`config.mk`:
```
export PLATFORM = sky130hd
export DESIGN_NAME = seven_segment_temperature_display_unit
export DESIGN_NICKNAME = d
export VERILOG_FILES = /design/src/rtl/sstd_pkg.sv /design/src/rtl/sstd_front.sv /design/src/rtl/sstd_queue.sv /design/src/rtl/sstd_back.sv /design/src/rtl/seven_segment_temperature_display_unit.sv
export SDC_FILE = /design/constraint.sdc
export NUM_CORES = 1
export LEC_CHECK = 0
export BUFFER_PORTS_ARGS = -buffer_cell sky130_fd_sc_hd__buf_2
export CAP_MARGIN = 20
export CORE_MARGIN = 4
export CORE_UTILIZATION = 55
export CTS_BUF_LIST = sky130_fd_sc_hd__clkbuf_4 sky130_fd_sc_hd__clkbuf_8
export DETAILED_ROUTE_END_ITERATION = 8
export PLACE_DENSITY = 0.74
export SLEW_MARGIN = 0
export SYNTH_ARGS = -nofsm -noshare
export SYNTH_HDL_FRONTEND = slang
export SYNTH_SLANG_ARGS = --single-unit
```
`constraint.sdc`:
```
create_clock -name i_clk -period 24 [get_ports i_clk]
set_input_delay 2.4 -clock i_clk [delete_from_list [all_inputs] [get_ports i_clk]]
set_output_delay 2.4 -clock i_clk [all_outputs]
set_load 0.05 [all_outputs]
```
`src/rtl/sstd_pkg.sv`:
```
package sstd_pkg;

    // Display geometry and field widths
    localparam int NUM_POS = 5;
    localparam int POS_W   = 3;
    localparam int SEG_W   = 8;
    localparam int SEL_W   = 5;
    localparam int CODE_W  = 8;
    localparam int MAG_W   = 14;
    localparam int DIG_W   = 4;
    localparam int NUM_DIG = 4;
    localparam int MAX_W   = 14;
    localparam int MIN_W   = 11;
    localparam int TEMP_W  = 16;
    localparam int IN_DATA_W  = 40;
    localparam int OUT_DATA_W = 16;

    // Glyph codes used by the temperature layout
    localparam logic [CODE_W-1:0] GLYPH_BLANK = 8'h10;
    localparam logic [CODE_W-1:0] GLYPH_MINUS = 8'h11;
    localparam logic [CODE_W-1:0] DOT_FLAG    = 8'h80;

    // Shown range limits in tenths
    localparam logic [MAX_W-1:0]        SHOW_MAX_LIMIT = 14'd9999;
    localparam logic signed [MIN_W-1:0] SHOW_MIN_LIMIT = -11'sd999;

    // Reciprocal of ten scaled by 2^16, rounded down
    localparam logic [12:0] RECIP_TEN   = 13'd6553;
    localparam int          RECIP_SHIFT = 16;

    // Register map
    localparam logic REG_MAX_SHOWN = 1'b0;
    localparam logic REG_MIN_SHOWN = 1'b1;

    typedef enum logic [1:0] {
        REQ_TICK  = 2'd0,
        REQ_TEMP  = 2'd1,
        REQ_GLYPH = 2'd2,
        REQ_NONE  = 2'd3
    } t_req;

    typedef struct packed {
        logic              ok;
        logic [CODE_W-1:0] code;
    } t_chan;

    // One classified request travelling from front to back
    typedef struct packed {
        t_req              kind;
        logic              chan_ok;
        logic [SEG_W-1:0]  chan_seg;
        logic              oor;
        logic              neg;
        logic [MAG_W-1:0]  mag;
        logic [POS_W-1:0]  pos;
        logic [SEG_W-1:0]  glyph_seg;
    } t_entry;

    function automatic logic [SEG_W-1:0] glyph_segments(input logic [CODE_W-1:0] code);
        logic [SEG_W-1:0] seg;
        unique case (code)
            8'h00: seg = 8'h3f;
            8'h01: seg = 8'h06;
            8'h02: seg = 8'h5b;
            8'h03: seg = 8'h4f;
            8'h04: seg = 8'h66;
            8'h05: seg = 8'h6d;
            8'h06: seg = 8'h7d;
            8'h07: seg = 8'h07;
            8'h08: seg = 8'h7f;
            8'h09: seg = 8'h6f;
            8'h0a: seg = 8'h77;
            8'h0b: seg = 8'h7c;
            8'h0c: seg = 8'h39;
            8'h0d: seg = 8'h73;
            8'h0e: seg = 8'h71;
            8'h0f: seg = 8'h79;
            8'h10: seg = 8'h00;
            8'h11: seg = 8'h40;
            8'h12: seg = 8'h50;
            8'h13: seg = 8'h5c;
            8'h80: seg = 8'hbf;
            8'h81: seg = 8'h86;
            8'h82: seg = 8'hdb;
            8'h83: seg = 8'hcf;
            8'h84: seg = 8'he6;
            8'h85: seg = 8'hed;
            8'h86: seg = 8'hfd;
            8'h87: seg = 8'h87;
            8'h88: seg = 8'hff;
            8'h89: seg = 8'hef;
            8'h8a: seg = 8'hf7;
            8'h8b: seg = 8'hfc;
            8'h8c: seg = 8'hb9;
            8'h8d: seg = 8'hf3;
            8'h8e: seg = 8'hf1;
            default: seg = 8'h00;
        endcase
        return seg;
    endfunction

    function automatic t_chan channel_code(input logic [CODE_W-1:0] ch);
        t_chan c;
        c.ok = 1'b1;
        unique case (ch)
            "1": c.code = 8'h01;
            "2": c.code = 8'h02;
            "3": c.code = 8'h03;
            "4": c.code = 8'h04;
            "5": c.code = 8'h81;
            "6": c.code = 8'h82;
            "7": c.code = 8'h83;
            "8": c.code = 8'h84;
            "A": c.code = 8'h0a;
            "B": c.code = 8'h0b;
            "C": c.code = 8'h0c;
            "P": c.code = 8'h0d;
            "F": c.code = 8'h0e;
            "E": c.code = 8'h0f;
            "a": c.code = 8'h8a;
            "b": c.code = 8'h8b;
            "c": c.code = 8'h8c;
            "p": c.code = 8'h8d;
            "f": c.code = 8'h8e;
            default: begin
                c.ok   = 1'b0;
                c.code = GLYPH_BLANK;
            end
        endcase
        return c;
    endfunction

    // Active-low digit select: position p drives bit (4 - p) low
    function automatic logic [SEL_W-1:0] sel_code(input logic [POS_W-1:0] p);
        logic [SEL_W-1:0] sel;
        unique case (p)
            3'd0:    sel = 5'h0f;
            3'd1:    sel = 5'h17;
            3'd2:    sel = 5'h1b;
            3'd3:    sel = 5'h1d;
            3'd4:    sel = 5'h1e;
            default: sel = 5'h1f;
        endcase
        return sel;
    endfunction

endpackage

```
`src/rtl/sstd_front.sv`:
```
module sstd_front (
    input  logic                                i_s_tvalid,
    output logic                                o_s_tready,
    // channel_char[7:0], temp_tenths[23:8], position[26:24], glyph_code[34:27], zero pad
    input  logic [sstd_pkg::IN_DATA_W-1:0]      i_s_tdata,
    // req_type[1:0]
    input  logic [1:0]                          i_s_tuser,
    input  logic [sstd_pkg::MAX_W-1:0]          i_max_shown,
    input  logic signed [sstd_pkg::MIN_W-1:0]   i_min_shown,
    input  logic                                i_full,
    output logic                                o_push,
    output sstd_pkg::t_entry                    o_entry
);
    import sstd_pkg::*;

    logic [CODE_W-1:0]        w_chan_char;
    logic signed [TEMP_W-1:0] w_temp;
    logic [POS_W-1:0]         w_pos;
    logic [CODE_W-1:0]        w_glyph;
    logic [MAX_W-1:0]         w_hi;
    logic signed [MIN_W-1:0]  w_lo;
    logic                     w_pos_ok;
    logic                     w_neg_ok;
    logic signed [TEMP_W-1:0] w_neg_temp;
    t_chan                    w_chan;
    t_req                     w_kind;

    // Unpack the transaction
    assign w_chan_char = i_s_tdata[7:0];
    assign w_temp      = i_s_tdata[23:8];
    assign w_pos       = i_s_tdata[26:24];
    assign w_glyph     = i_s_tdata[34:27];

    // Clamp the shown range to what four positions can hold
    assign w_hi = (i_max_shown > SHOW_MAX_LIMIT) ? SHOW_MAX_LIMIT : i_max_shown;
    assign w_lo = (i_min_shown < SHOW_MIN_LIMIT) ? SHOW_MIN_LIMIT : i_min_shown;

    assign w_pos_ok   = !w_temp[TEMP_W-1] && ({1'b0, w_temp[TEMP_W-2:0]} <= {1'b0, w_hi});
    assign w_neg_ok   = w_temp[TEMP_W-1] && (w_temp >= TEMP_W'(w_lo));
    assign w_neg_temp = -w_temp;
    assign w_chan     = channel_code(w_chan_char);

    // Classify: drop unused request codes and glyph writes off the display
    always_comb begin
        w_kind = t_req'(i_s_tuser);
        if (w_kind == REQ_GLYPH && w_pos >= POS_W'(NUM_POS)) begin
            w_kind = REQ_NONE;
        end
    end

    always_comb begin
        o_entry.kind      = w_kind;
        o_entry.chan_ok   = w_chan.ok;
        o_entry.chan_seg  = glyph_segments(w_chan.code);
        o_entry.oor       = !(w_pos_ok || w_neg_ok);
        o_entry.neg       = w_temp[TEMP_W-1];
        o_entry.mag       = w_temp[TEMP_W-1] ? w_neg_temp[MAG_W-1:0] : w_temp[MAG_W-1:0];
        o_entry.pos       = w_pos;
        o_entry.glyph_seg = glyph_segments(w_glyph);
    end

    assign o_s_tready = !i_full;
    assign o_push     = i_s_tvalid && !i_full && (w_kind != REQ_NONE);

endmodule

```
`src/rtl/sstd_queue.sv`:
```
module sstd_queue (
    input  logic              i_clk,
    input  logic              i_rst_n,
    input  logic              i_push,
    input  sstd_pkg::t_entry  i_entry,
    output logic              o_full,
    output logic              o_valid,
    input  logic              i_pop,
    output sstd_pkg::t_entry  o_entry
);
    import sstd_pkg::*;

    t_entry     r_mem [2];
    logic       r_wr;
    logic       r_rd;
    logic [1:0] r_count;

    assign o_full  = (r_count == 2'd2);
    assign o_valid = (r_count != 2'd0);
    assign o_entry = r_mem[r_rd];

    // Hold entries and advance the pointers
    always_ff @(posedge i_clk) begin
        if (!i_rst_n) begin
            r_wr    <= 1'b0;
            r_rd    <= 1'b0;
            r_count <= 2'd0;
        end else begin
            if (i_push) begin
                r_mem[r_wr] <= i_entry;
                r_wr        <= !r_wr;
            end
            if (i_pop) begin
                r_rd <= !r_rd;
            end
            unique case ({i_push, i_pop})
                2'b10:   r_count <= r_count + 2'd1;
                2'b01:   r_count <= r_count - 2'd1;
                default: r_count <= r_count;
            endcase
        end
    end

endmodule

```
`src/rtl/sstd_back.sv`:
```
module sstd_back (
    input  logic                                 i_clk,
    input  logic                                 i_rst_n,
    input  logic                                 i_valid,
    input  sstd_pkg::t_entry                     i_entry,
    output logic                                 o_pop,
    output logic                                 o_m_tvalid,
    input  logic                                 i_m_tready,
    // segments[7:0], digit_select[12:8], scan_position[15:13]
    output logic [sstd_pkg::OUT_DATA_W-1:0]      o_m_tdata
);
    import sstd_pkg::*;

    typedef enum logic [1:0] {
        S_IDLE,
        S_CONV,
        S_WRITE
    } t_state;

    t_state                  r_state;
    logic [SEG_W-1:0]        r_buf [NUM_POS];
    logic [POS_W-1:0]        r_ptr;
    logic                    r_out_valid;
    logic [OUT_DATA_W-1:0]   r_out_data;
    logic [MAG_W-1:0]        r_mag;
    logic [1:0]              r_cnt;
    logic [DIG_W-1:0]        r_dig [NUM_DIG];
    logic                    r_neg;
    logic                    r_oor;
    logic                    r_chan_ok;
    logic [SEG_W-1:0]        r_chan_seg;

    logic [POS_W-1:0]        w_p;
    logic [POS_W-1:0]        w_p_next;
    logic                    w_tick_take;
    logic [26:0]             w_prod;
    logic [MAG_W-1:0]        w_qe;
    logic [MAG_W-1:0]        w_rem_raw;
    logic                    w_corr;
    logic [MAG_W-1:0]        w_quot;
    logic [DIG_W-1:0]        w_rem;
    logic [NUM_DIG-1:0]      w_nz;
    logic [CODE_W-1:0]       w_e [NUM_DIG];
    logic [SEG_W-1:0]        w_seg [NUM_DIG];

    // Scan position, wrapping anything past the last position to the first
    assign w_p      = (r_ptr >= POS_W'(NUM_POS)) ? '0 : r_ptr;
    assign w_p_next = (w_p == POS_W'(NUM_POS - 1)) ? '0 : w_p + POS_W'(1);

    // Take the next transaction; a tick waits for a free output slot
    always_comb begin
        o_pop = 1'b0;
        if (r_state == S_IDLE && i_valid) begin
            if (i_entry.kind == REQ_TICK) begin
                o_pop = !r_out_valid || i_m_tready;
            end else begin
                o_pop = 1'b1;
            end
        end
    end

    assign w_tick_take = o_pop && (i_entry.kind == REQ_TICK);

    // One decimal digit per cycle: estimate quotient by reciprocal, then correct once
    assign w_prod    = 27'(r_mag) * 27'(RECIP_TEN);
    assign w_qe      = MAG_W'(w_prod[26:RECIP_SHIFT]);
    assign w_rem_raw = r_mag - ((w_qe << 3) + (w_qe << 1));
    assign w_corr    = (w_rem_raw >= MAG_W'(10));
    assign w_quot    = w_qe + MAG_W'(w_corr);
    assign w_rem     = w_corr ? DIG_W'(w_rem_raw - MAG_W'(10)) : DIG_W'(w_rem_raw);

    // Lay out the digits with minus sign, dot, leading-zero blanking and out-of-range dashes
    always_comb begin
        for (int i = 0; i < NUM_DIG; i++) begin
            w_nz[i] = (r_dig[i] != '0);
            w_e[i]  = {4'b0, r_dig[i]};
        end
        if (r_oor) begin
            for (int i = 0; i < NUM_DIG; i++) begin
                w_e[i] = GLYPH_MINUS;
            end
        end else if (r_neg) begin
            if (w_nz[2] || w_nz[3]) begin
                w_e[3] = GLYPH_MINUS;
            end else begin
                w_e[2] = GLYPH_MINUS;
            end
        end
        w_seg[0] = glyph_segments((!(|w_nz) && w_e[0] == '0) ? GLYPH_BLANK : w_e[0]);
        w_seg[1] = glyph_segments(r_oor ? GLYPH_MINUS : (DOT_FLAG | w_e[1]));
        w_seg[2] = glyph_segments((!(w_nz[2] || w_nz[3]) && w_e[2] == '0) ?
                                  GLYPH_BLANK : w_e[2]);
        w_seg[3] = glyph_segments((!w_nz[3] && w_e[3] == '0) ? GLYPH_BLANK : w_e[3]);
    end

    // Sequence requests, hold the display buffer and the output slot
    always_ff @(posedge i_clk) begin
        if (!i_rst_n) begin
            r_state     <= S_IDLE;
            r_buf[0]    <= 8'h00;
            r_buf[1]    <= 8'h0f;
            r_buf[2]    <= 8'h09;
            r_buf[3]    <= 8'h09;
            r_buf[4]    <= 8'h39;
            r_ptr       <= '0;
            r_out_valid <= 1'b0;
        end else begin
            if (r_out_valid && i_m_tready && !w_tick_take) begin
                r_out_valid <= 1'b0;
            end
            unique case (r_state)
                S_IDLE: begin
                    if (o_pop) begin
                        unique case (i_entry.kind)
                            REQ_TICK: begin
                                r_out_valid <= 1'b1;
                                r_out_data  <= {w_p, sel_code(w_p), r_buf[w_p]};
                                r_ptr       <= w_p_next;
                            end
                            REQ_GLYPH: begin
                                r_buf[i_entry.pos] <= i_entry.glyph_seg;
                            end
                            REQ_TEMP: begin
                                r_mag      <= i_entry.mag;
                                r_neg      <= i_entry.neg;
                                r_oor      <= i_entry.oor;
                                r_chan_ok  <= i_entry.chan_ok;
                                r_chan_seg <= i_entry.chan_seg;
                                r_cnt      <= '0;
                                r_state    <= S_CONV;
                            end
                            default: begin
                                r_state <= S_IDLE;
                            end
                        endcase
                    end
                end
                S_CONV: begin
                    r_dig[r_cnt] <= w_rem;
                    r_mag        <= w_quot;
                    r_cnt        <= r_cnt + 2'd1;
                    if (r_cnt == 2'd3) begin
                        r_state <= S_WRITE;
                    end
                end
                S_WRITE: begin
                    if (r_chan_ok) begin
                        r_buf[0] <= r_chan_seg;
                    end
                    r_buf[1] <= w_seg[0];
                    r_buf[2] <= w_seg[1];
                    r_buf[3] <= w_seg[2];
                    r_buf[4] <= w_seg[3];
                    r_state  <= S_IDLE;
                end
                default: begin
                    r_state <= S_IDLE;
                end
            endcase
        end
    end

    assign o_m_tvalid = r_out_valid;
    assign o_m_tdata  = r_out_data;

endmodule

```
`src/rtl/seven_segment_temperature_display_unit.sv`:
```
// Five-position multiplexed seven-segment driver with temperature layout.
// A scan tick passes through the two-entry queue and its result is registered in the output
// slot; a temperature request ahead of it delays it while its digits are converted.
// The back end handles one request at a time and takes no new one while it converts a
// temperature; its divide-by-ten unit yields one decimal digit a cycle.
// Synchronous active-low reset restores the power-up pattern, scan pointer and registers.
module seven_segment_temperature_display_unit (
    input  logic                                 i_clk,
    input  logic                                 i_rst_n,
    input  logic                                 i_s_tvalid,
    output logic                                 o_s_tready,
    // channel_char[7:0], temp_tenths[23:8], position[26:24], glyph_code[34:27], zero pad
    input  logic [sstd_pkg::IN_DATA_W-1:0]       i_s_tdata,
    // req_type[1:0]
    input  logic [1:0]                           i_s_tuser,
    output logic                                 o_m_tvalid,
    input  logic                                 i_m_tready,
    // segments[7:0], digit_select[12:8], scan_position[15:13]
    output logic [sstd_pkg::OUT_DATA_W-1:0]      o_m_tdata,
    input  logic                                 psel,
    input  logic                                 penable,
    input  logic                                 pwrite,
    input  logic [2:0]                           paddr,
    input  logic [31:0]                          pwdata,
    output logic [31:0]                          prdata,
    output logic                                 pready
);
    import sstd_pkg::*;

    logic [MAX_W-1:0]        r_max_shown;
    logic signed [MIN_W-1:0] r_min_shown;
    logic                    w_push;
    logic                    w_full;
    logic                    w_q_valid;
    logic                    w_pop;
    t_entry                  w_in_entry;
    t_entry                  w_q_entry;

    // Configuration registers
    assign pready = 1'b1;

    always_ff @(posedge i_clk) begin
        if (!i_rst_n) begin
            r_max_shown <= SHOW_MAX_LIMIT;
            r_min_shown <= SHOW_MIN_LIMIT;
        end else if (psel && penable && pwrite && pready) begin
            unique case (paddr[2])
                REG_MAX_SHOWN: r_max_shown <= pwdata[MAX_W-1:0];
                REG_MIN_SHOWN: r_min_shown <= pwdata[MIN_W-1:0];
                default:       r_max_shown <= r_max_shown;
            endcase
        end
    end

    always_comb begin
        unique case (paddr[2])
            REG_MAX_SHOWN: prdata = {{(32 - MAX_W){1'b0}}, r_max_shown};
            REG_MIN_SHOWN: prdata = {{(32 - MIN_W){1'b0}}, r_min_shown};
            default:       prdata = '0;
        endcase
    end

    sstd_front u_front (
        .i_s_tvalid  (i_s_tvalid),
        .o_s_tready  (o_s_tready),
        .i_s_tdata   (i_s_tdata),
        .i_s_tuser   (i_s_tuser),
        .i_max_shown (r_max_shown),
        .i_min_shown (r_min_shown),
        .i_full      (w_full),
        .o_push      (w_push),
        .o_entry     (w_in_entry)
    );

    sstd_queue u_queue (
        .i_clk   (i_clk),
        .i_rst_n (i_rst_n),
        .i_push  (w_push),
        .i_entry (w_in_entry),
        .o_full  (w_full),
        .o_valid (w_q_valid),
        .i_pop   (w_pop),
        .o_entry (w_q_entry)
    );

    sstd_back u_back (
        .i_clk      (i_clk),
        .i_rst_n    (i_rst_n),
        .i_valid    (w_q_valid),
        .i_entry    (w_q_entry),
        .o_pop      (w_pop),
        .o_m_tvalid (o_m_tvalid),
        .i_m_tready (i_m_tready),
        .o_m_tdata  (o_m_tdata)
    );

endmodule

```
After elaboration in Yosys (flattened, before gate mapping). Memories as Yosys holds them, arrays and structs flattened. A register that Yosys moved wholly into a read port is not among the register bits. Cells that the tools add are included. Widths: inputs -> output; s select.

Multipliers: 1. Muxes and demuxes: 72. Reduce and logical (&&, ||, !) cells: 57. $add $sub $neg: 9. $lt $le $gt $ge: 7. Bitwise gates (word level): 6. Equal/unequal tests: 235.

Operators by type and width (count): $pmux 8 s34 (6); $eq 8x8->1 const B (90); $eq 8x4->1 const B (48); $eq 8x3->1 const B (24); $pmux 8 s19 (1); $eq 8x5->1 const B (18); $eq 8x2->1 const B (12); $eq 8x7->1 const B (11); $logic_not 8->1 (9); $mux 8 (9); $eq 8x6->1 const B (8); $pmux 32 s2 (1); $mux 14 (4); $eq 8x1->1 const B (6); $mux 16 (2); $mux 1 (29); $pmux 14 s2 (1); $mul 14x13->27 const B (1); $pmux 5 s5 (1); $reduce_or 19->1 (1); $ge 16x11->1 (1); $pmux 2 s2 (4); $reduce_bool 4->1 (4); $le 15x14->1 (1); other kinds (39) (95).

Output and inout bits: 51. Bits of input ports: 84. RAM bits: 132. Memories kept: 3. Word-level logic and storage cells: 405. Bits in registers: 78.

Memory list: u_queue.r_mem (words 2, bits a word 38, rd ports 1, clocked after Yosys merged registers in 1, write ports 1, line sstd_queue.sv:13) `t_entry r_mem [2];`; u_back.r_buf (words 5, bits a word 8, rd ports 1, clocked after Yosys merged registers in 1, write ports 5, line sstd_back.sv:21) `logic [SEG_W-1:0] r_buf [NUM_POS];`; u_back.r_dig (words 4, bits a word 4, rd ports 4, clocked after Yosys merged registers in 0, write ports 1, line sstd_back.sv:27) `logic [DIG_W-1:0] r_dig [NUM_DIG];`.

Logic depth before layout (Yosys ltp). An unclocked memory read counts as a cell.

Word-level depth: 12. Gate-level depth with buffers: 38. Depth with buffers taken out: 38.

Hierarchy. A second synthesis with hierarchy kept.

Cells, all modules: 1594. Area, all modules: 16049.1 um^2.

By module, submodules not included: sstd_back (sequential area each 3093.0 um^2, instances 1, area each 9545.4 um^2, cells an instance 981); sstd_queue (sequential area each 2382.3 um^2, instances 1, area each 2959.1 um^2, cells an instance 141); sstd_front (sequential area each 0.0 um^2, instances 1, area each 2182.1 um^2, cells an instance 329); seven_segment_temperature_display_unit (sequential area each 500.5 um^2, instances 1, area each 1362.6 um^2, cells an instance 143).

Worst setup path before layout. No wires, ideal clock.

Path kind: register to register. Start point: register u_back.r_mag[7]. End point: register u_back.r_mag[8] (data pin). Data required time: 23733 ps. Arrival time: 8466 ps. Setup time: 267 ps. Stages on the path, launching flop included: 37. Setup slack: 15267 ps. Clock period less this slack: 8733 ps. Path buffers: 0. Cells stage by stage: edfxtp_1 ha_1 inv_1 fa_1 inv_1 fa_1 inv_1 fa_1 inv_1 fa_1 ha_1 a21oi_1 o21a_1 nor3b_1 a21oi_1 o21ai_1 nor3b_1 nor2_1 fa_1 inv_1 ha_1 a21o_1 a31o_1 a2111oi_2 nor2_1 a311o_1 a2111oi_2 o211ai_1 nor3_2 nand3_2 ha_1 ha_1 nand4b_1 nor4_1 xor2_1 nand2_1 o21ai_0.

Longest elaborated chain between the ends: 6.

RTL lines: start: declaration (line sstd_back.sv:25) `logic [MAG_W-1:0] r_mag;`; start signal: assignment (line sstd_back.sv:124) `r_mag <= i_entry.mag;`; start signal: assignment (line sstd_back.sv:140) `r_mag <= w_quot;`; $mul 14x13->27 (line sstd_back.sv:65) `assign w_prod = 27'(r_mag) * 27'(RECIP_TEN);`; $add 14x12->14 (line sstd_back.sv:67) `assign w_rem_raw = r_mag - ((w_qe << 3) + (w_qe << 1));`; $sub 14x14->14 (line sstd_back.sv:67); $ge 14x4->1 (line sstd_back.sv:68) `assign w_corr = (w_rem_raw >= MAG_W'(10));`; $add 11x1->12 * (line sstd_back.sv:69) `assign w_quot = w_qe + MAG_W'(w_corr);`; $pmux 14 s2 * (line sstd_back.sv:111) `unique case (r_state)`.

Mark *: on every way between the ends. The rest lies on a longest branch, timed or not. A chain may end at the register's enable or synchronous reset.

Worst setup path after layout. Ends and elaborated chain as after synthesis.

==> qor.txt <==
mux cell area share after synthesis: 3.97%
Setup crit start kind: flip-flop
simple-gate portion of the synthesized area: 14.5%
DPL Wire Length: 26.0 mm
Synth Area in Adders: 19.3%
relative slew slack: 33.1%
# DRC: 0
Congestion Overflow GR: 0
largest net degree at the start of global routing: 51
PortBufs: 90
synth top area cells: edfxtp_1 34%, ha_1 12%, fa_1 6.8%
final layout net count: 1941
cell family with most CP delay: adder cells
RSZ-0062 raised after global routing: no
Synth Area in Compound Gates: 14.3%
die area: 31100 um2
CP max stage delay: 0.56 ns
H-tree depth: 2
via count: 11.7k
Post-synth EDFFs: 175
routed len/inst: 16.5 um
most frequent cell after synthesis: nand2_1
Synth Area in XOR/XNOR: 3.53%
register area: 5980 um2
number of library cell types mapped by synthesis: 92
FF-to-FF setup slack: 14.10 ns
I/O pins: 135
CTS root buf: clkbuf_8
Slowest cell on crit path: edfxtp_1
initial core utilization: 56.0%
Fillers: 2341
maxcap violations: 0
# hold bufs at CTS: 0
largest family of logic cells by synthesized area: adder cells
number of core rows: 61
diode count: 0
asr flop ratio synth: 0%
drt pass-1 iters: 5
hold wc startpoint: r_max_shown[0]
predominant post-synthesis flop cell: edfxtp_1
fin crit share: 41.3%
Seq cells post-synth: 211
share of cells above drive strength 1: 12.6%
GP Congestion: 0.892
clock latency on the worst-skew pair: 0.53 ns
minimum clock period: 9.90 ns
multi-input logic area: 8750 um2
clock net sink count: 211
Max clock buf depth: 3
Post-Syn Area per Cell: 9.90 um2
Max Fclk: 0.101 GHz
Worst Setup Path Type: reg2reg
WP buf/inv: 5
post-synthesis cell area: 15600 um2
Worst Hold Class: reg2reg
vias in the first global route: 11.6k
Required @ worst endpoint: 24.26 ns
crit path from: u_back.r_mag[7]
post-CTS sizing: 0
crit end category: flip-flop
top cell type by total area after synthesis: edfxtp_1
first-pass GRT wire length: 57.0 mm
Fin. Hold Viols: 0
Total Routing Usage GR: 22.1%
Initial DRC Count: 729
Max Transition Viols Final: 0
clock edge transition at the registers on the reported setup and hold paths: 0.06 ns
clock skew: 0.0265 ns
Yosys warnings: 0
arrival time worst endpoint: 10.16 ns
outcome: completed
Yosys top cell area share: 33.7%
postcts setup bufs: 0
Final setup viols: 0
die width: 176 um
cell count after synthesis: 1577
Via density: 5.68
reg2reg start: u_back.r_mag[7]
drt total wl: 33.9 mm
list of most frequent post-synthesis cells: 176 x nand2_1, 175 x edfxtp_1, 155 x ha_1, 153 x inv_1, 86 x nor2_1
area grow syn2layout: 8.98%
die height: 176 um
number of CTS-inserted buffers: 36
TNS Setup: 0 ns
post-route ant nets: 0
antenna violations before repair: 0
Least-Margin Pin Slew: 1.00 ns
crit path max fanout: 7
core area: 27900 um2
Seq/Total Area, Yosys: 38.3%
CTS tree: built
## stage by stage
stage	hold WS, ns	instances	instance area (um2)	utilization (%)	setup WS [ns]
2_1_floorplan	0.450	1594	15700	-	15.27
3_3_place_gp	0.480	1988	16300	58.4	14.39
3_5_place_dp	0.483	1988	16300	58.4	14.24
4_1_cts	0.491	2050	17000	61.0	14.18
5_1_grt	0.526	2051	17000	61.1	13.52
6_report	0.490	2051	17000	61.1	14.10
## routing by layer
metal | vias up | GRT usage [%] | routed length (um)
met4 | 0 | 6.42 | 796
met3 | 60 | 3.45 | 2040
met1 | 5497 | 30.1 | 14800
met2 | 346 | 37.0 | 16300
met5 | - | 0 | 0
li1 | 5749 | - | -
## cell type report
cell class,count,area share [%]
multi-input cells,1147,51.4
flip-flops and latches,211,35.1
inverters,157,3.46
clock buffers,47,3.43
repair buffers,96,3.03
well taps,378,2.78
clock inverters,15,0.743
## flip-flops by register name (all words and copies together) (netlist names), named ones only
signal and cells:
r_max_shown 14, r_min_shown 11, u_back.o_m_tdata 16, u_back.o_m_tvalid 1, u_back.r_buf 40, u_back.r_chan_ok 1
u_back.r_chan_seg 8, u_back.r_cnt 2, u_back.r_dig 16, u_back.r_mag 14, u_back.r_neg 1, u_back.r_oor 1
u_back.r_ptr 3, u_back.r_state 2, u_queue.r_count 2, u_queue.r_mem 76, u_queue.r_rd 1, u_queue.r_wr 1
## worst min-delay path: stages (launching register included)
cell and delay [ns]:
dfxtp_1 0.32, nand2_1 0.06, nand3_1 0.06
## worst paths after layout
kind	endpoint	cells after the start
setup / recovery	u_back.r_mag[8]	36
hold / removal	r_max_shown[0]	2
setup reg to reg	u_back.r_mag[8]	36
hold reg to reg	r_max_shown[0]	2
## cell families after synthesis
group,after synthesis
adder cells (fa/ha/maj),209
flip-flops,211
AO/OA/AOI/OAI,331
buffers and inverters,236
multiplexers,58
AND/OR/NAND/NOR,468
other,2
XOR/XNOR,62
## placed cells by master, fill, tap and decap left out, types with 34 or more instances in the layout
cell,instances
inv_1,153
nand3_1,37
clkbuf_8,37
dfxtp_1,35
nor2_1,85
fa_1,53
nand2b_1,35
ha_1,155
xnor2_1,34
nand2_1,176
a21oi_1,63
o21ai_0,84
buf_2,90
edfxtp_1,175
Power is left out: the tool's default activity adds up to more than one toggle a clock period on the data nets, which glitch-free logic cannot reach.
